--- src/design/sbns_pkg.sv ---
// Package for the sequence bytecode note scanner.
// Holds the transfer structs, opcode codes and the command size table.
// No dependencies.
package sbns_pkg;

	// Fixed field widths
	localparam int FIELD_ADDR_W = 24;
	localparam int WIDE_ADDR_W  = 32;
	localparam int LEN_W        = 3;

	// Record kinds
	localparam logic REC_NOTE       = 1'b0;
	localparam logic REC_REPEAT_END = 1'b1;

	// Opcodes with special handling
	localparam logic [7:0] OP_NOTE_LIMIT   = 8'h80;
	localparam logic [7:0] OP_PATTERN_END  = 8'h80;
	localparam logic [7:0] OP_REPEAT_BEGIN = 8'h8d;
	localparam logic [7:0] OP_REPEAT_END   = 8'h8e;
	localparam logic [7:0] OP_SET_IMPLIED  = 8'h9e;

	// One input byte with its side information
	typedef struct packed {
		logic [7:0]              data_byte;
		logic [FIELD_ADDR_W-1:0] byte_addr;
		logic                    pattern_start;
		logic [7:0]              pattern_index;
		logic                    last_byte;
	} scan_item_t;

	// One note or repeat-end record
	typedef struct packed {
		logic                    record_kind;
		logic [FIELD_ADDR_W-1:0] command_addr;
		logic [6:0]              note_key;
		logic [7:0]              note_duration;
		logic [7:0]              note_velocity;
		logic                    duration_implied;
		logic                    velocity_implied;
		logic [FIELD_ADDR_W-1:0] repeat_target_addr;
		logic [7:0]              repeat_target_pattern;
	} scan_rec_t;

	// Length in bytes of commands 0x80..0x9e, indexed by the low five bits.
	// Zero marks an undefined command; index 31 (0x9f) is undefined too.
	function automatic logic [LEN_W-1:0] cmd_len(input logic [4:0] idx);
		logic [LEN_W-1:0] len;
		unique case (idx)
			5'd0:  len = 3'd1;
			5'd1:  len = 3'd3;
			5'd2:  len = 3'd3;
			5'd3:  len = 3'd4;
			5'd4:  len = 3'd3;
			5'd5:  len = 3'd3;
			5'd6:  len = 3'd3;
			5'd7:  len = 3'd3;
			5'd8:  len = 3'd3;
			5'd9:  len = 3'd3;
			5'd10: len = 3'd3;
			5'd11: len = 3'd0;
			5'd12: len = 3'd0;
			5'd13: len = 3'd1;
			5'd14: len = 3'd2;
			5'd15: len = 3'd2;
			5'd16: len = 3'd3;
			5'd17: len = 3'd3;
			5'd18: len = 3'd3;
			5'd19: len = 3'd3;
			5'd20: len = 3'd5;
			5'd21: len = 3'd3;
			5'd22: len = 3'd3;
			5'd23: len = 3'd6;
			5'd24: len = 3'd0;
			5'd25: len = 3'd3;
			5'd26: len = 3'd3;
			5'd27: len = 3'd7;
			5'd28: len = 3'd0;
			5'd29: len = 3'd0;
			5'd30: len = 3'd3;
			default: len = 3'd0;
		endcase
		return len;
	endfunction

endpackage

--- src/design/sequence_bytecode_note_scanner_unit.sv ---
// Sequence bytecode note scanner, top level.
// Depends on sbns_pkg (transfer structs, opcode codes, command size table).
//
// Usage:
//   Input channel item_valid / item_stall / item carries one bytecode byte
//   per transfer with its address, pattern start flag, pattern index and a
//   last-byte flag. Output channel rec_valid / rec_stall / rec carries note
//   records and repeat-end records; a byte yields zero or one record.
//   A transfer takes place on a clock edge with valid high and stall low.
// Path: a byte is held in the input register, then parsed against the scan
//   state in one pass of table lookup and compares; its record is written
//   to the output register when the parse step advances, and leaves from
//   there while rec_stall is low.
// Throughput: one byte per cycle while the output register is not stalled
//   full; the parse step updates the scan state for every byte.
// Stall: a full output register that is stalled holds the input register,
//   which raises item_stall; nothing is dropped.
// Reset (arst_n low, asynchronous): both registers empty, the scanner halted
//   until a byte flagged as a pattern start, implied values and the repeat
//   target cleared.
module sequence_bytecode_note_scanner_unit
	import sbns_pkg::*;
#(
	parameter int ADDR_BITS = FIELD_ADDR_W
) (
	input  logic       clk,
	input  logic       arst_n,
	input  logic       item_valid,
	output logic       item_stall,
	input  scan_item_t item,
	output logic       rec_valid,
	input  logic       rec_stall,
	output scan_rec_t  rec
);

	// Input register
	logic       item_valid_s1;
	scan_item_t item_s1;

	// Scan state
	logic                 collecting_q;
	logic                 halted_q;
	logic [7:0]           cur_op_q;
	logic [ADDR_BITS-1:0] cur_addr_q;
	logic [LEN_W-1:0]     bytes_rem_q;
	logic [LEN_W-1:0]     opnd_cnt_q;
	logic [7:0]           opnd0_q;
	logic [7:0]           opnd1_q;
	logic [7:0]           opnd2_q;
	logic [7:0]           impl_dur_q;
	logic [7:0]           impl_vel_q;
	logic                 rep_valid_q;
	logic [ADDR_BITS-1:0] rep_dest_q;
	logic [7:0]           rep_pattern_q;

	// Output register
	logic      rec_valid_q;
	scan_rec_t rec_q;

	// Next-state values
	logic                 collecting_n;
	logic                 halted_n;
	logic [7:0]           cur_op_n;
	logic [ADDR_BITS-1:0] cur_addr_n;
	logic [LEN_W-1:0]     bytes_rem_n;
	logic [LEN_W-1:0]     opnd_cnt_n;
	logic [7:0]           opnd0_n;
	logic [7:0]           opnd1_n;
	logic [7:0]           opnd2_n;
	logic [7:0]           impl_dur_n;
	logic [7:0]           impl_vel_n;
	logic                 rep_valid_n;
	logic [ADDR_BITS-1:0] rep_dest_n;
	logic [7:0]           rep_pattern_n;
	logic                 has_rec;
	scan_rec_t            rec_n;

	logic                   advance;
	logic [WIDE_ADDR_W-1:0] byte_addr_wide;
	logic [ADDR_BITS-1:0]   byte_addr_in;

	// Parse step moves when the output register is free or being emptied
	assign advance    = item_valid_s1 && (!rec_valid_q || !rec_stall);
	assign item_stall = item_valid_s1 && !advance;
	assign rec_valid  = rec_valid_q;
	assign rec        = rec_q;

	assign byte_addr_wide = WIDE_ADDR_W'(item_s1.byte_addr);
	assign byte_addr_in   = byte_addr_wide[ADDR_BITS-1:0];

	// Parse one byte against the scan state
	always_comb begin
		logic [LEN_W-1:0]       size;
		logic                   fin;
		logic                   di;
		logic                   vi;
		logic [WIDE_ADDR_W-1:0] addr_w;
		logic [WIDE_ADDR_W-1:0] dest_w;

		collecting_n  = collecting_q;
		halted_n      = halted_q;
		cur_op_n      = cur_op_q;
		cur_addr_n    = cur_addr_q;
		bytes_rem_n   = bytes_rem_q;
		opnd_cnt_n    = opnd_cnt_q;
		opnd0_n       = opnd0_q;
		opnd1_n       = opnd1_q;
		opnd2_n       = opnd2_q;
		impl_dur_n    = impl_dur_q;
		impl_vel_n    = impl_vel_q;
		rep_valid_n   = rep_valid_q;
		rep_dest_n    = rep_dest_q;
		rep_pattern_n = rep_pattern_q;
		has_rec       = 1'b0;
		rec_n         = '0;
		size          = '0;
		fin           = 1'b0;
		di            = 1'b0;
		vi            = 1'b0;
		addr_w        = '0;
		dest_w        = '0;

		// Pattern start drops any partial command and ends the halt
		if (item_s1.pattern_start) begin
			halted_n     = 1'b0;
			collecting_n = 1'b0;
			bytes_rem_n  = '0;
			opnd_cnt_n   = '0;
			impl_dur_n   = '0;
			impl_vel_n   = '0;
		end

		if (!halted_n) begin
			if (!collecting_n) begin
				// Opcode byte
				cur_op_n   = item_s1.data_byte;
				cur_addr_n = byte_addr_in;
				opnd_cnt_n = '0;
				if (item_s1.data_byte < OP_NOTE_LIMIT) begin
					size = LEN_W'(2) + LEN_W'(impl_dur_n == '0) + LEN_W'(impl_vel_n == '0);
				end else begin
					size = cmd_len(item_s1.data_byte[4:0]);
				end
				if (item_s1.data_byte >= OP_NOTE_LIMIT &&
					(item_s1.data_byte > OP_SET_IMPLIED ||
					 item_s1.data_byte == OP_PATTERN_END || size == '0)) begin
					halted_n = 1'b1;
				end else begin
					bytes_rem_n = size - LEN_W'(1);
					if (bytes_rem_n == '0) begin
						fin = 1'b1;
					end else begin
						collecting_n = 1'b1;
					end
				end
			end else begin
				// Operand byte; only the first three are kept
				unique case (opnd_cnt_n)
					3'd0:    opnd0_n = item_s1.data_byte;
					3'd1:    opnd1_n = item_s1.data_byte;
					3'd2:    opnd2_n = item_s1.data_byte;
					default: ;
				endcase
				opnd_cnt_n  = opnd_cnt_n + LEN_W'(1);
				bytes_rem_n = bytes_rem_n - LEN_W'(1);
				if (bytes_rem_n == '0) begin
					collecting_n = 1'b0;
					fin          = 1'b1;
				end
			end
		end

		// Command complete
		addr_w = WIDE_ADDR_W'(cur_addr_n);
		if (fin) begin
			if (cur_op_n < OP_NOTE_LIMIT) begin
				di                     = impl_dur_n != '0;
				vi                     = impl_vel_n != '0;
				has_rec                = 1'b1;
				rec_n.record_kind      = REC_NOTE;
				rec_n.command_addr     = addr_w[FIELD_ADDR_W-1:0];
				rec_n.note_key         = cur_op_n[6:0];
				rec_n.note_duration    = di ? impl_dur_n : opnd1_n;
				rec_n.note_velocity    = vi ? impl_vel_n : (di ? opnd1_n : opnd2_n);
				rec_n.duration_implied = di;
				rec_n.velocity_implied = vi;
			end else if (cur_op_n == OP_REPEAT_BEGIN) begin
				rep_valid_n   = 1'b1;
				rep_dest_n    = cur_addr_n + ADDR_BITS'(1);
				rep_pattern_n = item_s1.pattern_index;
			end else if (cur_op_n == OP_REPEAT_END) begin
				if (rep_valid_q) begin
					dest_w                      = WIDE_ADDR_W'(rep_dest_q);
					has_rec                     = 1'b1;
					rec_n.record_kind           = REC_REPEAT_END;
					rec_n.command_addr          = addr_w[FIELD_ADDR_W-1:0];
					rec_n.repeat_target_addr    = dest_w[FIELD_ADDR_W-1:0];
					rec_n.repeat_target_pattern = rep_pattern_q;
				end
			end else if (cur_op_n == OP_SET_IMPLIED) begin
				impl_dur_n = opnd0_n;
				impl_vel_n = opnd1_n;
			end
		end

		// Sequence end halts and drops an unfinished command
		if (item_s1.last_byte) begin
			halted_n     = 1'b1;
			collecting_n = 1'b0;
			bytes_rem_n  = '0;
		end
	end

	// Input register
	always_ff @(posedge clk or negedge arst_n) begin
		if (!arst_n) begin
			item_valid_s1 <= 1'b0;
		end else if (!item_stall) begin
			item_valid_s1 <= item_valid;
		end
	end

	always_ff @(posedge clk) begin
		if (item_valid && !item_stall) begin
			item_s1 <= item;
		end
	end

	// Scan state
	always_ff @(posedge clk or negedge arst_n) begin
		if (!arst_n) begin
			collecting_q  <= 1'b0;
			halted_q      <= 1'b1;
			cur_op_q      <= '0;
			cur_addr_q    <= '0;
			bytes_rem_q   <= '0;
			opnd_cnt_q    <= '0;
			opnd0_q       <= '0;
			opnd1_q       <= '0;
			opnd2_q       <= '0;
			impl_dur_q    <= '0;
			impl_vel_q    <= '0;
			rep_valid_q   <= 1'b0;
			rep_dest_q    <= '0;
			rep_pattern_q <= '0;
		end else if (advance) begin
			collecting_q  <= collecting_n;
			halted_q      <= halted_n;
			cur_op_q      <= cur_op_n;
			cur_addr_q    <= cur_addr_n;
			bytes_rem_q   <= bytes_rem_n;
			opnd_cnt_q    <= opnd_cnt_n;
			opnd0_q       <= opnd0_n;
			opnd1_q       <= opnd1_n;
			opnd2_q       <= opnd2_n;
			impl_dur_q    <= impl_dur_n;
			impl_vel_q    <= impl_vel_n;
			rep_valid_q   <= rep_valid_n;
			rep_dest_q    <= rep_dest_n;
			rep_pattern_q <= rep_pattern_n;
		end
	end

	// Output register
	always_ff @(posedge clk or negedge arst_n) begin
		if (!arst_n) begin
			rec_valid_q <= 1'b0;
		end else if (advance) begin
			rec_valid_q <= has_rec;
		end else if (rec_valid_q && !rec_stall) begin
			rec_valid_q <= 1'b0;
		end
	end

	always_ff @(posedge clk) begin
		if (advance && has_rec) begin
			rec_q <= rec_n;
		end
	end

	// Checks
	a_rep_end_needs_target: assert property (@(posedge clk) disable iff (!arst_n)
		rec_valid_q && rec_q.record_kind == REC_REPEAT_END |-> rep_valid_q)
		else $error("repeat-end record without a repeat target");

	a_collect_not_halted: assert property (@(posedge clk) disable iff (!arst_n)
		collecting_q |-> !halted_q)
		else $error("collecting operands while halted");

	a_idle_no_remaining: assert property (@(posedge clk) disable iff (!arst_n)
		!collecting_q |-> bytes_rem_q == '0)
		else $error("bytes remaining outside a command");

	a_note_no_target: assert property (@(posedge clk) disable iff (!arst_n)
		rec_valid_q && rec_q.record_kind == REC_NOTE |->
		rec_q.repeat_target_addr == '0 && rec_q.repeat_target_pattern == '0)
		else $error("note record carries repeat fields");

	a_stall_only_when_full: assert property (@(posedge clk) disable iff (!arst_n)
		item_stall |-> item_valid_s1 && rec_valid_q)
		else $error("input stalled with room downstream");

endmodule
--- config.mk ---
export PLATFORM = sky130hd
export DESIGN_NAME = sequence_bytecode_note_scanner_unit
export DESIGN_NICKNAME = d
export VERILOG_FILES = /design/src/design/sbns_pkg.sv /design/src/design/sequence_bytecode_note_scanner_unit.sv
export SDC_FILE = /design/constraint.sdc
export NUM_CORES = 1
export LEC_CHECK = 0
export ABC_AREA = 1
export ABC_CLOCK_PERIOD_IN_PS = 6050
export BUFFER_PORTS_ARGS = -buffer_cell sky130_fd_sc_hd__buf_4
export CORE_MARGIN = 3
export CORE_UTILIZATION = 50
export CTS_BUF_LIST = sky130_fd_sc_hd__clkbuf_8
export CTS_CLUSTER_DIAMETER = 150
export DETAILED_ROUTE_END_ITERATION = 10
export PLACE_DENSITY = 0.7
export SLEW_MARGIN = 20
export SYNTH_ARGS = -nofsm -noshare
export SYNTH_HDL_FRONTEND = slang
export SYNTH_SLANG_ARGS = --single-unit
--- constraint.sdc ---
create_clock -name clk -period 6.05 [get_ports clk]
set_input_delay 0.3025 -clock clk [delete_from_list [all_inputs] [get_ports clk]]
set_output_delay 0.3025 -clock clk [all_outputs]
set_load 0.02 [all_outputs]
Word level (Yosys, flattened, before mapping)
Memories as Yosys holds them, arrays and structs flattened. A register that Yosys moved wholly into a read port is not among the register bits.
Cells that the tools add are included.
W data, S select, Z words.
{ "totals": {"ff_bits": 239, "n_memories": 1, "latchBits": 0, "ramBits": 0, "romBits": 96, "output_inout_bits": 84} }
{ "memory_table": {"columns": ["memory", "depth", "word_bits", "rd", "rd_clocked_by_memory_dff", "wr", "line", "rtl"], "rows": [
  ["(name not given)", 32, 3, 1, 1, 0, "sbns_pkg.sv:48", "unique case (idx)"]
]} }
{ "classes": {"magnitude_cmp": 4, "n_reduce_logical": 26, "n_shift": 0, "mux": 68, "mul": 0, "n_div": 0, "eq_ne": 6, "bitwise": 4, "n_addsub": 6} }
{ "ops": {"columns": ["cell", "n"], "rows": [
  ["$mux W8", 26],
  ["$mux W24", 5],
  ["$mux W3", 11],
  ["$eq A8 B8 Y1 const B", 4],
  ["$mux W25", 1],
  ["$add A24 B1 Y24 const B", 1],
  ["$mux W1", 24],
  ["$logic_not A8 Y1", 2],
  ["$lt A8 B8 Y1 const B", 2],
  ["$reduce_bool A8 Y1", 2],
  ["$logic_not A3 Y1", 4],
  ["$ge A8 B8 Y1 const B", 1],
  ["$gt A8 B8 Y1 const B", 1],
  ["$logic_and A1 B1 Y1", 6],
  ["$sub A3 B1 Y3 const B", 2],
  ["$mux W5", 1],
  ["$reduce_or A5 Y1", 1],
  ["$logic_not A1 Y1", 4],
  ["$not A1 Y1", 4],
  ["$reduce_and A4 Y1", 1],
  ["$reduce_or A4 Y1", 1],
  ["$add A2 B1 Y3 const A", 1],
  ["$add A3 B1 Y3", 1],
  ["$add A3 B1 Y3 const B", 1],
  ["5 further kinds", 7]
]} }

Depth between registers and ports, before layout
Gate-level depths: netlist of run 1.
{ "depth": {"depth_word": 15, "depth_mapped": 24, "ltp_nobuf": 20} }

Worst setup path after synthesis of run 1
No wires, ideal clock.
{ "synth_timing": {"path_type": "register -> register", "from": "register item_s1[9] (netlist name)", "to": "register rec_q (netlist bit rec[0]), enable pin", "synth_period_minus_slack_ns": 5.245, "t_arrival_ns": 4.810, "setup_time_ns": 0.436, "path_stages_with_launch": 19, "slack_ns": 0.805, "cell_sequence": "edfxtp_1 buf_6 buf_2 a41oi_1 nor2_1 clkbuf_1 ha_1 inv_1 o21ai_0 inv_1 ha_1 ha_1 nand3_1 a21oi_1 nand2_1 clkinv_1 clkbuf_1 nand3_1 inv_1"} }
{ "synth_between": {"elab_chain_len": 15, "elab_cells_between_ends": 34, "classes_between": "add/sub: 4; order compare: 1; eq/ne: 2; mux: 19; reduce/logical: 8"} }
{ "synth_rtl": {"columns": ["item", "line", "rtl"], "rows": [
  ["start: declaration", "sequence_bytecode_note_scanner_unit.sv:38", "scan_item_t item_s1;"],
  ["start signal: assignment", "sequence_bytecode_note_scanner_unit.sv:225", "item_s1 <= item;"],
  ["$mux W8", "sequence_bytecode_note_scanner_unit.sv:124", "if (item_s1.pattern_start) begin"],
  ["$logic_not A8 Y1", "sequence_bytecode_note_scanner_unit.sv:140", "size = LEN_W'(2) + LEN_W'(impl_dur_n == '0) + LEN_W'(impl_vel_n == '0);"],
  ["$add A2 B1 Y3", "sequence_bytecode_note_scanner_unit.sv:140", null],
  ["$add A3 B1 Y3", "sequence_bytecode_note_scanner_unit.sv:140", null],
  ["$mux W3", "sequence_bytecode_note_scanner_unit.sv:139", "if (item_s1.data_byte < OP_NOTE_LIMIT) begin"],
  ["$mux W3", "sequence_bytecode_note_scanner_unit.sv:134", "if (!collecting_n) begin"],
  ["$mux W3", "sequence_bytecode_note_scanner_unit.sv:133", "if (!halted_n) begin"],
  ["$sub A3 B1 Y3 or $logic_not A3 Y1 (tied branches)", "sequence_bytecode_note_scanner_unit.sv:149, sequence_bytecode_note_scanner_unit.sv:146", null],
  ["$logic_not A3 Y1 or $logic_or A1 B1 Y1 (tied branches)", "sequence_bytecode_note_scanner_unit.sv:150, sequence_bytecode_note_scanner_unit.sv:146", null],
  ["$mux W1 or $logic_and A1 B1 Y1 (tied branches)", "sequence_bytecode_note_scanner_unit.sv:150, sequence_bytecode_note_scanner_unit.sv:144", null],
  ["$mux W1", "sequence_bytecode_note_scanner_unit.sv:144", "if (item_s1.data_byte >= OP_NOTE_LIMIT &&"],
  ["$mux W1", "sequence_bytecode_note_scanner_unit.sv:134", null],
  ["$mux W1", "sequence_bytecode_note_scanner_unit.sv:133", null],
  ["$mux W1 (*)", "sequence_bytecode_note_scanner_unit.sv:175", "if (fin) begin"],
  ["$logic_and A1 B1 Y1 (*)", "sequence_bytecode_note_scanner_unit.sv:276", "if (advance && has_rec) begin"],
  ["end signal: assignment", "sequence_bytecode_note_scanner_unit.sv:277", "rec_q <= rec_n;"],
  ["end: declaration", "sequence_bytecode_note_scanner_unit.sv:58", "scan_rec_t rec_q;"]
]} }
Every way passes the cells marked *; elsewhere a longest branch is shown, timed or not. The select of a mux whose other input is x is not followed.
A chain may end at the register's enable or synchronous reset.

Worst setup path after layout of run 1
{ "layout_timing": {"from": "register item_s1[9] (netlist name)", "to": "register rec_q (netlist bit rec[64]) (data pin)"} }
{ "layout_between": {"elab_chain_len": 13, "elab_cells_between_ends": 35, "classes_between": "add/sub: 4; order compare: 1; eq/ne: 2; mux: 21; reduce/logical: 7"} }
{ "layout_rtl": {"columns": ["item", "line"], "rows": [
  ["$mux W8", "sequence_bytecode_note_scanner_unit.sv:124"],
  ["$logic_not A8 Y1", "sequence_bytecode_note_scanner_unit.sv:140"],
  ["$add A2 B1 Y3", "sequence_bytecode_note_scanner_unit.sv:140"],
  ["$add A3 B1 Y3", "sequence_bytecode_note_scanner_unit.sv:140"],
  ["$mux W3", "sequence_bytecode_note_scanner_unit.sv:139"],
  ["$mux W3", "sequence_bytecode_note_scanner_unit.sv:134"],
  ["$mux W3", "sequence_bytecode_note_scanner_unit.sv:133"],
  ["$sub A3 B1 Y3 or $logic_not A3 Y1 (tied branches)", "sequence_bytecode_note_scanner_unit.sv:149, sequence_bytecode_note_scanner_unit.sv:146"],
  ["$logic_not A3 Y1 or $logic_or A1 B1 Y1 (tied branches)", "sequence_bytecode_note_scanner_unit.sv:150, sequence_bytecode_note_scanner_unit.sv:146"],
  ["$mux W1 or $logic_and A1 B1 Y1 (tied branches)", "sequence_bytecode_note_scanner_unit.sv:150, sequence_bytecode_note_scanner_unit.sv:144"],
  ["$mux W1", "sequence_bytecode_note_scanner_unit.sv:144"],
  ["$mux W1", "sequence_bytecode_note_scanner_unit.sv:134"],
  ["$mux W1", "sequence_bytecode_note_scanner_unit.sv:133"]
]} }
Several ways; a longest one is shown, not always the timed one. The select of a mux whose other input is x is not followed.

==> flow_summary_export.csv, run 1 <==
group,metric,value,unit
clock_tree,cts.sinks,242,
worst_setup_path,required,6.28,ns
power_and_ir_drop,seq_power_share,0.481,
run,drv_cap,0,
worst_setup_path,critPathMaxFanout,24,
timing,fin_skew,0.03295,ns
global_routing,grt_max_degree,93,
synthesis,synth_seq_cells,242,
timing,tns,0,ns
timing,rsz0062_at_grt,"no",
layout,seq_area,6663,um2
worst_setup_path,rrSetupSlack,0.94,ns
placed_design,portBuffers,129,
worst_setup_path,endpoint_kind,"flop",
power_and_ir_drop,irDropWorstVdd,0.1862,mV
synthesis,syn-cell-area,11950,um2
layout,multi_input_area,4375,um2
global_routing,grt_usage,0.2458,
clock_tree,clockBufferDepth,3,
global_routing,grt_pass1_vias,9462,
worst_setup_path,critPathKind,"flop to flop",
power_and_ir_drop,p_int,0.002791,W
timing,period_needed,5.105,ns
global_routing,grt.busiest_layer,"met1",
drt,detail_route.first_pass.iterations,6,
placed_design,globalplace.congestion,0.9057,
floorplanning,design.core.area,23050,um2
clock_tree,cts-htree-levels,2,
floorplanning,start_util,0.5184,
synthesis,yosys.cell_types.count,42,
power_and_ir_drop,swShare,0.2963,
timing,fin_crit_sh,0.8438,
clock_tree,clock_latency,0.56,ns
synthesis,async_reset_ff_frac,0.4752,
floorplanning,rows,55,
placed_design,place_ws,1.061,ns
worst_hold_path,min_path_type,"input pin to flop",
layout,syn_to_final_growth,19.59,%
timing,drv_slew,0,
drt,ant_nets,0,
drt,routed_wl,31560,um
floorplanning,boundaryPins,130,
drt,initialDrtViolationCount,980,
timing,relSlewSlack,0.3015,
clock_tree,root_buffer,"clkbuf_8",
synthesis,synth_top_area_frac,0.3116,
power_and_ir_drop,cellPowerDensity,277.6,nW/um2
layout,stdcell_count,1945,
placed_design,hpwl,21410,um
power_and_ir_drop,p_comb_frac,0.162,
timing,finalHoldViolCount,0,
global_routing,use_met3,0.05339,
clock_tree,clk_pin_slew,0.06,ns
synthesis,ys.flop_type,"edfxtp_1",
floorplanning,die_w,160.6,um
synthesis,synth_warnings,0,
clock_tree,cts_tree,"done",
synthesis,synthCells,1435,
run_status,status,"complete, no violations",
global_routing,met2_usage,0.3669,
global_routing,grt_pass1_wl,51250,um
global_routing,antenna_found_initial,0,
timing,fmax,195.9,MHz
drt,vias,10060,
power_and_ir_drop,power.share.clock,0.356,
synthesis,synth-edff-count,124,
power_and_ir_drop,leakage,6.804,nW
drt,post_drt_wl_per_cell,16.23,um
layout,final_nets,1659,
floorplanning,die_h,160.6,um
global_routing,grt-ovfl-total,0,
layout,drive_gt1_frac,0.1385,
placed_design,dp.cells,1825,
layout,fill_cells,2016,
synthesis,synth_top_area_cell,"edfxtp_1",
worst_setup_path,start_kind,"flop",
timing,worstMarginPinSlew,1.044,ns
timing,finalWorstSetupSlack,0.9449,ns
layout,diodes,0,
timing,setup_viol,0,
synthesis,synth_area_leaders,"edfxtp_1 (31%), dfrtp_1 (24%), nand2_1 (16%)",
drt,post-route-drc-count,0,
global_routing,use_met1,0.3689,
synthesis,ys_seq_area_frac,0.5575,
layout,utilization,0.6199,
worst_setup_path,cp.arrival,5.34,ns
floorplanning,die_area,25790,um2
synthesis,synth.avg_cell_area,8.328,um2
synthesis,syn-num-nets,1495,
drt,vias_per_cell,5.173,
power_and_ir_drop,netSwitchingPower,0.001175,W
clock_tree,cts_buffers,42,
[worst paths after layout]
check,start,endpoint,cells after the start
min,rec_stall,rec_valid,3
max in group asynchronous,arst_n,cur_addr_q[17],3
min reg2reg,item_s1[1],rep_pattern_q[0],2
min in group asynchronous,arst_n,rep_dest_q[1],2
max reg2reg,item_s1[9],rec[64],18
max,item_s1[9],rec[64],18
[repair_timing]
item / in CTS / in global routing
resized for setup: 0 / 0
buffers inserted: 0 / 0
hold buffers: 43 / 0
hold endpoints to repair: 86 / 0
[synthesized netlist by cell type, types with 14 or more instances]
| library cell | n |
|---|---|
| buf_2 | 15 |
| clkbuf_1 | 27 |
| a21oi_1 | 34 |
| inv_1 | 145 |
| o21ai_0 | 103 |
| dfrtp_1 | 114 |
| nor2_1 | 158 |
| ha_1 | 14 |
| edfxtp_1 | 124 |
| nand3b_1 | 15 |
| nand2_1 | 499 |
| nand3_1 | 94 |
[metal layers]
| metal | wire [um] | up-vias | share of wire |
|---|---|---|---|
| met5 | 0 | - | 0 |
| met4 | 496 | 0 | 0.016 |
| met3 | 2696 | 39 | 0.085 |
| met2 | 13760 | 390 | 0.44 |
| met1 | 14600 | 4712 | 0.46 |
| li1 | - | 4920 | - |
[placed cells by master, fill, tap and decap left out, types with 4 or more instances in the layout]
cell,n
nand3b_1,15
nand3_1,94
buf_4,138
clkinv_1,5
clkbuf_8,47
nand4_1,7
o21ai_0,103
ha_1,14
inv_1,161
dfrtp_1,114
clkinv_2,6
nand2_2,4
dlygate4sd3_1,43
a21oi_1,34
inv_2,4
xor2_1,8
o21ai_1,10
nor3_1,4
nor2_2,8
edfxtp_1,124
nand2_1,498
nor2_1,158
[registers in the layout, indices dropped and copies added (netlist names), 3 cells and up, named ones only]
register / flops
byte_addr_in: 24
rec: 82
rep_pattern_q: 8
impl_dur_q: 8
opnd_cnt_q: 3
bytes_rem_q: 3
item_s1: 18
rep_dest_q: 24
opnd1_q: 8
opnd0_q: 8
impl_vel_q: 8
opnd2_q: 8
cur_op_q: 8
cur_addr_q: 24
[metrics by stage]
step	hold slack, ns	power [W]	instance area, um2
after CTS	0.01894	0.003990	14290
after detailed placement	0.3534	0.002549	13060
final	0.03499	0.003967	14290
after global placement	0.3506	0.002536	13060
after global routing	0.03962	0.004170	14290
after floorplan	0.006909	0.002350	11950
[power by group through the flow]
stage	clock network, W	logic [W]	registers [W]
2_1_floorplan	0	0.000429	0.00192
3_3_place_gp	0	0.000602	0.00193
3_5_place_dp	0	0.000610	0.00194
4_1_cts	0.00145	0.000636	0.00191
5_1_grt	0.00153	0.000722	0.00192
6_report	0.00141	0.000643	0.00191
[logic make-up (layout without fill, tap and decap cells)]
family	after synthesis	in the layout	synth area share
AND/OR/NAND/NOR	798	798	0.2751
flip-flops	242	242	0.5575
buffers and inverters	213	410	0.07654
AO/OA/AOI/OAI	158	158	0.06879
adder cells (fa/ha/maj)	14	14	0.01466
XOR/XNOR	9	9	0.006597
multiplexers	1	1	0.0008376
[layout make-up]
| type | count | share of cell area |
|---|---|---|
| inverters | 151 | 0.03992 |
| clock buffers | 47 | 0.04526 |
| multi-input cells | 980 | 0.3062 |
| clock inverters | 30 | 0.01103 |
| well taps | 313 | 0.02740 |
| repair buffers | 182 | 0.1040 |
| flip-flops and latches | 242 | 0.4662 |
[critical path, stage by stage (launching register included)]
cell and delay, ns:
edfxtp_1 0.45, buf_4 0.31, nor2_1 0.14, nor2_1 0.12, nand3_1 0.07, nor3_1 0.38, ha_1 0.19, inv_1 0.04
o21ai_0 0.30, inv_1 0.10, ha_1 0.23, ha_1 0.30, nand3_1 0.10, a21oi_1 0.10, nand2_1 0.07, buf_4 0.26
clkinv_1 0.54, nand2_1 0.94, nor2_1 0.13
Note: power is estimated with default switching activity, not from simulation.
==> run 2: changes to the inputs <==
--- a/config.mk
+++ b/config.mk
@@ -5,8 +5,8 @@
 export SDC_FILE = /design/constraint.sdc
 export NUM_CORES = 1
 export LEC_CHECK = 0
-export ABC_AREA = 1
-export ABC_CLOCK_PERIOD_IN_PS = 6050
+export ABC_AREA = 0
+export ABC_CLOCK_PERIOD_IN_PS = 5240
 export BUFFER_PORTS_ARGS = -buffer_cell sky130_fd_sc_hd__buf_4
 export CORE_MARGIN = 3
 export CORE_UTILIZATION = 50
==> constraint.sdc (replaced) <==
create_clock -name clk -period 5.24 [get_ports clk]
set_input_delay 0.262 -clock clk [delete_from_list [all_inputs] [get_ports clk]]
set_output_delay 0.262 -clock clk [all_outputs]
set_load 0.02 [all_outputs]
==> run 2 against run 1 <==
Synthesized area shrank 9.1%. Sequential share of layout area grew 3.5 points. Non-clock buffer count grew 7. First-iteration DRC count shrank 47%. Fmax grew 21%. Worst setup slack gained 0.085 ns. Count of clock-buffer cells in the layout shrank 1. Worst hold slack gained 0.30 ns.
==> flow_summary_export.csv, run 2 <==
group,metric,value,unit
global_routing,grt_pass1_wl,40010,um
global_routing,grt_usage,0.2092,
drt,routed_wl,24450,um
run,drv_cap,0,
timing,setup_viol,0,
drt,vias_per_cell,5.436,
layout,layout_commonest_cell,"buf_4",
drt,ant_nets,0,
timing,worst_hold_slack,0.3379,ns
synthesis,yosys.cell_types.count,58,
drt,post_drt_wl_per_cell,17.69,um
worst_setup_path,critPathKind,"flop to flop",
drt,vias,7512,
worst_setup_path,required,5.64,ns
floorplanning,design.core.area,21220,um2
worst_setup_path,path_cells,"a21oi_1 > buf_4 > clkinv_1 > ha_1 > mux2_2 > inv_1 > ha_1 > ha_1 > nor3_1 > o21ai_0 > o21ai_1 > buf_4 > a31o_2 > nor3b_4 > buf_4 > mux2_2",
timing,tns,0,ns
worst_setup_path,start_kind,"flop",
global_routing,antenna_found_initial,0,
floorplanning,rows,53,
timing,period_needed,4.210,ns
global_routing,grt_pass1_vias,7518,
timing,drv_slew,0,
clock_tree,clk_pin_slew,0.06,ns
synthesis,syn-cell-area,10870,um2
global_routing,grt-ovfl-total,0,
timing,fin_skew,0.04349,ns
clock_tree,clockBufferDepth,3,
timing,relSlewSlack,0.3128,
power_and_ir_drop,power,0.004333,W
worst_setup_path,critPathMaxFanout,33,
clock_tree,cts_buffers,41,
timing,fin_crit_sh,0.8034,
timing,finalHoldViolCount,0,
clock_tree,root_buffer,"clkbuf_8",
synthesis,synth_top_area_frac,0.3427,
clock_tree,cts-htree-levels,2,
layout,largest_register_ff_count,82,
synthesis,synth_top_area_cell,"edfxtp_1",
clock_tree,ctsResizeCount,0,
drt,initialDrtViolationCount,521,
synthesis,syn-num-nets,951,
synthesis,synth_area_leaders,"edfxtp_1 (34%), dfrtp_1 (26%), mux2_2 (7.3%)",
synthesis,synthCells,891,
worst_setup_path,critPathMaxStageDelay,0.63,ns
placed_design,portBuffers,129,
worst_setup_path,cp.arrival,4.61,ns
clock_tree,clock_latency,0.55,ns
layout,drive_gt1_frac,0.2538,
synthesis,ys.flop_type,"edfxtp_1",
synthesis,ys_top_cells_by_count,"edfxtp_1 (124), dfrtp_1 (114), nand2_1 (99)",
clock_tree,cts.sinks,242,
worst_setup_path,reg2regPathDepth,16,
floorplanning,boundaryPins,130,
worst_setup_path,cpMaxStageDelayCell,"edfxtp_1",
layout,final_nets,1134,
layout,diodes,0,
synthesis,synth.most_common_cell,"edfxtp_1",
floorplanning,die_h,153.4,um
placed_design,globalplace.congestion,0.8937,
synthesis,synth_seq_cells,242,
timing,worstMarginPinSlew,1.029,ns
clock_tree,cts_tree,"done",
worst_setup_path,rrSetupSlack,1.03,ns
layout,design_area,13300,um2
worst_setup_path,endpoint_kind,"flop",
floorplanning,die_area,23540,um2
layout,layout_common_cells,"buf_4 (143), edfxtp_1 (124), dfrtp_1 (114)",
layout,syn_to_final_growth,22.35,%
synthesis,synth.avg_cell_area,12.20,um2
placed_design,dpl_cell_area,12080,um2
worst_setup_path,r2r_start,"item_s1[9]",
synthesis,async_reset_ff_frac,0.4752,
placed_design,hpwl,15770,um
power_and_ir_drop,leakage,5.838,nW
floorplanning,die_w,153.4,um
worst_hold_path,min_path_type,"input pin to async pin",
drt,detail_route.first_pass.iterations,5,
worst_setup_path,r2r-end,"rep_pattern_q[4]",
power_and_ir_drop,cellPowerDensity,325.9,nW/um2
synthesis,ys_seq_area_frac,0.6131,
run_status,status,"complete, no violations",
synthesis,synth_warnings,0,
drt,post-route-drc-count,0,
layout,utilization,0.6265,
timing,fmax,237.5,MHz
timing,rsz0062_at_grt,"no",
power_and_ir_drop,irDropWorstVdd,0.1985,mV
floorplanning,start_util,0.5121,
global_routing,grt_max_degree,60,
synthesis,synth-edff-count,124,
-- run 2: worst max-delay path, delay by kind of cell, from the launching register on --
| kind | cells | cell delay, ns |
|---|---|---|
| buf+inv | 5 | 1.19 |
| fa+ha+maj | 3 | 0.73 |
| compound gates | 4 | 0.65 |
| flops | 1 | 0.63 |
| mux | 2 | 0.57 |
| simple gates | 2 | 0.29 |
-- run 2: logic make-up (layout without fill, tap and decap cells) --
group | Yosys count | count (layout) | synth area share
simple gates | 300 | 300 | 0.1311
mux | 120 | 120 | 0.1186
fa+ha+maj | 14 | 14 | 0.01612
xor+xnor | 27 | 27 | 0.02176
buf+inv | 64 | 280 | 0.02683
compound gates | 124 | 124 | 0.07242
flops | 242 | 242 | 0.6131
-- run 2: where the power goes --
part	total, W	internal [W]	leakage, nW	switching [W]
Sequential	0.00225	0.00213	2.84	0.000119
Combinational	0.000528	0.000242	2.54	0.000286
Clock	0.00155	0.000808	0.461	0.000746
Total	0.00433	0.00318	5.84	0.00115
-- run 2: worst max path at each step --
| stage | startpoint | to | slack (ns) | depth (start not counted) |
|---|---|---|---|---|
| 2_1_floorplan | item_s1[9] | rec[0] | 0.38 | 16 |
| 3_3_place_gp | item_s1[9] | rep_dest_q[10] | 1.13 | 16 |
| 5_1_grt | item_s1[9] | rep_dest_q[5] | 0.69 | 16 |
| 4_1_cts | item_s1[9] | rep_pattern_q[4] | 1.06 | 16 |
| 3_5_place_dp | item_s1[9] | rep_pattern_q[4] | 1.07 | 16 |
| 6_report | item_s1[9] | rep_pattern_q[4] | 1.03 | 16 |
-- run 2: area by class of cell --
cell class	count	area [um2]
repair buffers	189	1544
fillers	1696	7925
clock buffers	46	633.1
well taps	275	344.1
multi-input cells	585	3925
flip-flops and latches	242	6663
inverters	15	56.30
clock inverters	30	130.1
-- run 2: what timing repair did --
item	in CTS	in global routing
hold buffers	45	0
endpoints found under the setup margin	0	0
hold endpoints to repair	100	0
buffers inserted	0	0
-- run 2: metal layers --
| layer | GRT usage | wire (um) | vias to the layer above |
|---|---|---|---|
| li1 | - | - | 3581 |
| met1 | 0.2857 | 10500 | 3644 |
| met2 | 0.3449 | 12110 | 240 |
| met3 | 0.03766 | 1326 | 47 |
| met4 | 0.06392 | 517 | 0 |
| met5 | 0 | 0 | - |
-- run 2: through the flow --
| step | instances | worst slack (ns) |
|---|---|---|
| 2_1_floorplan | 891 | 0.3845 |
| 3_3_place_gp | 1261 | 1.133 |
| 3_5_place_dp | 1261 | 1.067 |
| 4_1_cts | 1382 | 1.063 |
| 5_1_grt | 1382 | 0.6904 |
| 6_report | 1382 | 1.030 |
==> run 3: changes to the inputs <==
--- a/config.mk
+++ b/config.mk
@@ -6,7 +6,7 @@
 export NUM_CORES = 1
 export LEC_CHECK = 0
 export ABC_AREA = 0
-export ABC_CLOCK_PERIOD_IN_PS = 5240
+export ABC_CLOCK_PERIOD_IN_PS = 3960
 export BUFFER_PORTS_ARGS = -buffer_cell sky130_fd_sc_hd__buf_4
 export CORE_MARGIN = 3
 export CORE_UTILIZATION = 50
==> constraint.sdc (replaced) <==
create_clock -name clk -period 3.96 [get_ports clk]
set_input_delay 0.198 -clock clk [delete_from_list [all_inputs] [get_ports clk]]
set_output_delay 0.198 -clock clk [all_outputs]
set_load 0.02 [all_outputs]
==> run 3 against run 2 <==
First-iteration DRC count shrank 11%. Non-clock buffer count up 10. Global-route usage decreased by 0.16 points. Highest routed layer unchanged. Total power up 35%. Sequential cell count is the same. Worst hold slack improved by 0.0063 ns.
==> flow_summary_export.csv, run 3 (synthesis gave the netlist of run 2 again) <==
group,metric,value,unit
placed_design,dpl_cell_area,12200,um2
layout,design_area,13460,um2
worst_setup_path,cp.arrival,4.10,ns
timing,setup_viol,0,
layout,final_nets,1144,
worst_setup_path,endpoint_kind,"flop",
drt,post-route-drc-count,0,
clock_tree,cts.sinks,242,
global_routing,grt_usage,0.2076,
layout,syn_to_final_growth,23.87,%
clock_tree,cts_setup_buffers,0,
worst_setup_path,critPathKind,"flop to flop",
placed_design,dp.cells,1270,
global_routing,antenna_found_initial,0,
layout,drive_gt1_frac,0.2670,
power_and_ir_drop,cellPowerDensity,433.3,nW/um2
timing,worstMarginPinSlew,1.046,ns
drt,ant_nets,0,
timing,finalHoldViolCount,0,
clock_tree,cts-htree-levels,2,
worst_setup_path,path_cells,"nor4_1 > a21oi_4 > clkinv_2 > ha_1 > mux2_4 > inv_2 > ha_2 > ha_2 > nor3_1 > o21ai_1 > o21ai_1 > buf_4 > a31o_2 > nor3b_4 > buf_12 > mux2_2",
timing,fmax,270.3,MHz
power_and_ir_drop,irDropWorstVdd,0.2847,mV
global_routing,grt_max_degree,65,
timing,relSlewSlack,0.3019,
global_routing,grt_pass1_wl,39590,um
layout,layout_commonest_cell,"buf_4",
placed_design,globalplace.congestion,0.9029,
layout,largest_register_ff_count,82,
worst_setup_path,required,4.36,ns
worst_setup_path,cp_top_family,"simple AND/OR/NAND/NOR gates",
global_routing,grt_pass1_vias,7536,
floorplanning,die_area,23540,um2
worst_setup_path,crit_buf_inv,4,
clock_tree,cts_buffers,41,
global_routing,grt-ovfl-total,0,
placed_design,hpwl,16330,um
timing,drv_slew,0,
timing,finalWorstSetupSlack,0.2610,ns
drt,routed_wl,24220,um
layout,stdcell_count,1391,
timing,fin_crit_sh,0.9341,
timing,fin_skew,0.02590,ns
worst_setup_path,cpMaxStageDelayCell,"nor4_1",
clock_tree,cts_tree,"done",
clock_tree,clk_pin_slew,0.06,ns
timing,rsz0062_at_grt,"no",
drt,detail_route.first_pass.iterations,5,
power_and_ir_drop,power,0.005832,W
timing,period_needed,3.699,ns
run_status,status,"complete, no violations",
layout,layout_common_cells,"buf_4 (151), edfxtp_1 (124), dfrtp_1 (114)",
worst_setup_path,start_kind,"flop",
clock_tree,root_buffer,"clkbuf_8",
power_and_ir_drop,leakage,5.877,nW
clock_tree,clockBufferDepth,3,
drt,vias,7431,
worst_setup_path,path_depth,16,
floorplanning,design.core.area,21220,um2
worst_setup_path,critPathMaxFanout,33,
placed_design,place_ws,0.1719,ns
drt,vias_per_cell,5.342,
floorplanning,die_h,153.4,um
floorplanning,rows,53,
floorplanning,die_w,153.4,um
placed_design,portBuffers,129,
floorplanning,boundaryPins,130,
worst_setup_path,reg2regPathDepth,16,
floorplanning,start_util,0.5121,
run,drv_cap,0,
drt,post_drt_wl_per_cell,17.41,um
layout,diodes,0,
clock_tree,clock_latency,0.54,ns
worst_setup_path,critPathMaxStageDelay,0.51,ns
worst_hold_path,min_path_type,"input pin to async pin",
drt,initialDrtViolationCount,463,
run 3: cell types whose count changed in the layout (fill, tap and decap cells not counted), sizes merged:
cell	delta
bufinv	+2
clkbuf	-1
inv	-8
clkinv	+6
buf	+9
dlygate4sd3	+1
run 3: per-stage QoR:
step | util | hold slack, ns | TNS [ns]
final | 0.6343 | 0.3441 | 0
after global routing | 0.6343 | 0.3629 | 0
after CTS | 0.6341 | 0.3515 | 0
after detailed placement | 0.5750 | 0.3773 | 0
after global placement | 0.5750 | 0.3635 | 0
after floorplan | - | -0.09759 | -40.41
run 3: area by class of cell:
cell class	instances	area [um2]
Clock inverter	30	173.9
Clock buffer	45	619.3
Timing Repair Buffer	199	1634
Tap cell	275	344.1
Fill cell	1676	7760
Multi-Input combinational cell	585	3969
Inverter	15	57.56
Sequential cell	242	6663
run 3: report_power, final:
| part | internal (W) | switching, W |
|---|---|---|
| logic | 0.000334 | 0.000395 |
| clock network | 0.00117 | 0.000960 |
| registers | 0.00282 | 0.000149 |
run 3: path summary, 6_finish.rpt:
path	end	from	slack [ns]
setup / recovery	rep_pattern_q[3]	impl_dur_q[4]	0.26
hold / removal	rep_pattern_q[6]	arst_n	0.34
setup reg to reg	rep_pattern_q[3]	impl_dur_q[4]	0.26
hold reg to reg	opnd1_q[4]	opnd1_q[4]	0.48
max in group asynchronous	rep_dest_q[22]	arst_n	2.70
min in group clk	byte_addr_in[17]	item[27]	0.39
run 3: worst register-to-register path, delay by kind of cell, from the launching register on:
| family | cells | cell delay [ns] |
|---|---|---|
| adders and majority gates | 3 | 0.44 |
| and+or+nand+nor | 3 | 0.89 |
| AOI/OAI and AO/OA | 4 | 0.70 |
| DFF | 1 | 0.40 |
| muxes | 2 | 0.54 |
| buffers and inverters | 4 | 0.58 |
run 3: routing by layer:
layer  vias to the layer above  share of wire  GRT usage
li1                       3601              -          -
met1                      3589           0.43     0.2817
met2                       204           0.49     0.3477
met3                        37          0.054    0.03539
met4                         0          0.019    0.05971
met5                         -              0          0
run 3: timing repair:
item / in CTS / in global routing
endpoints found under the hold margin: 105 / 0
setup endpoints to repair: 0 / 10
hold buffers: 46 / 0
resized for setup: 0 / 1
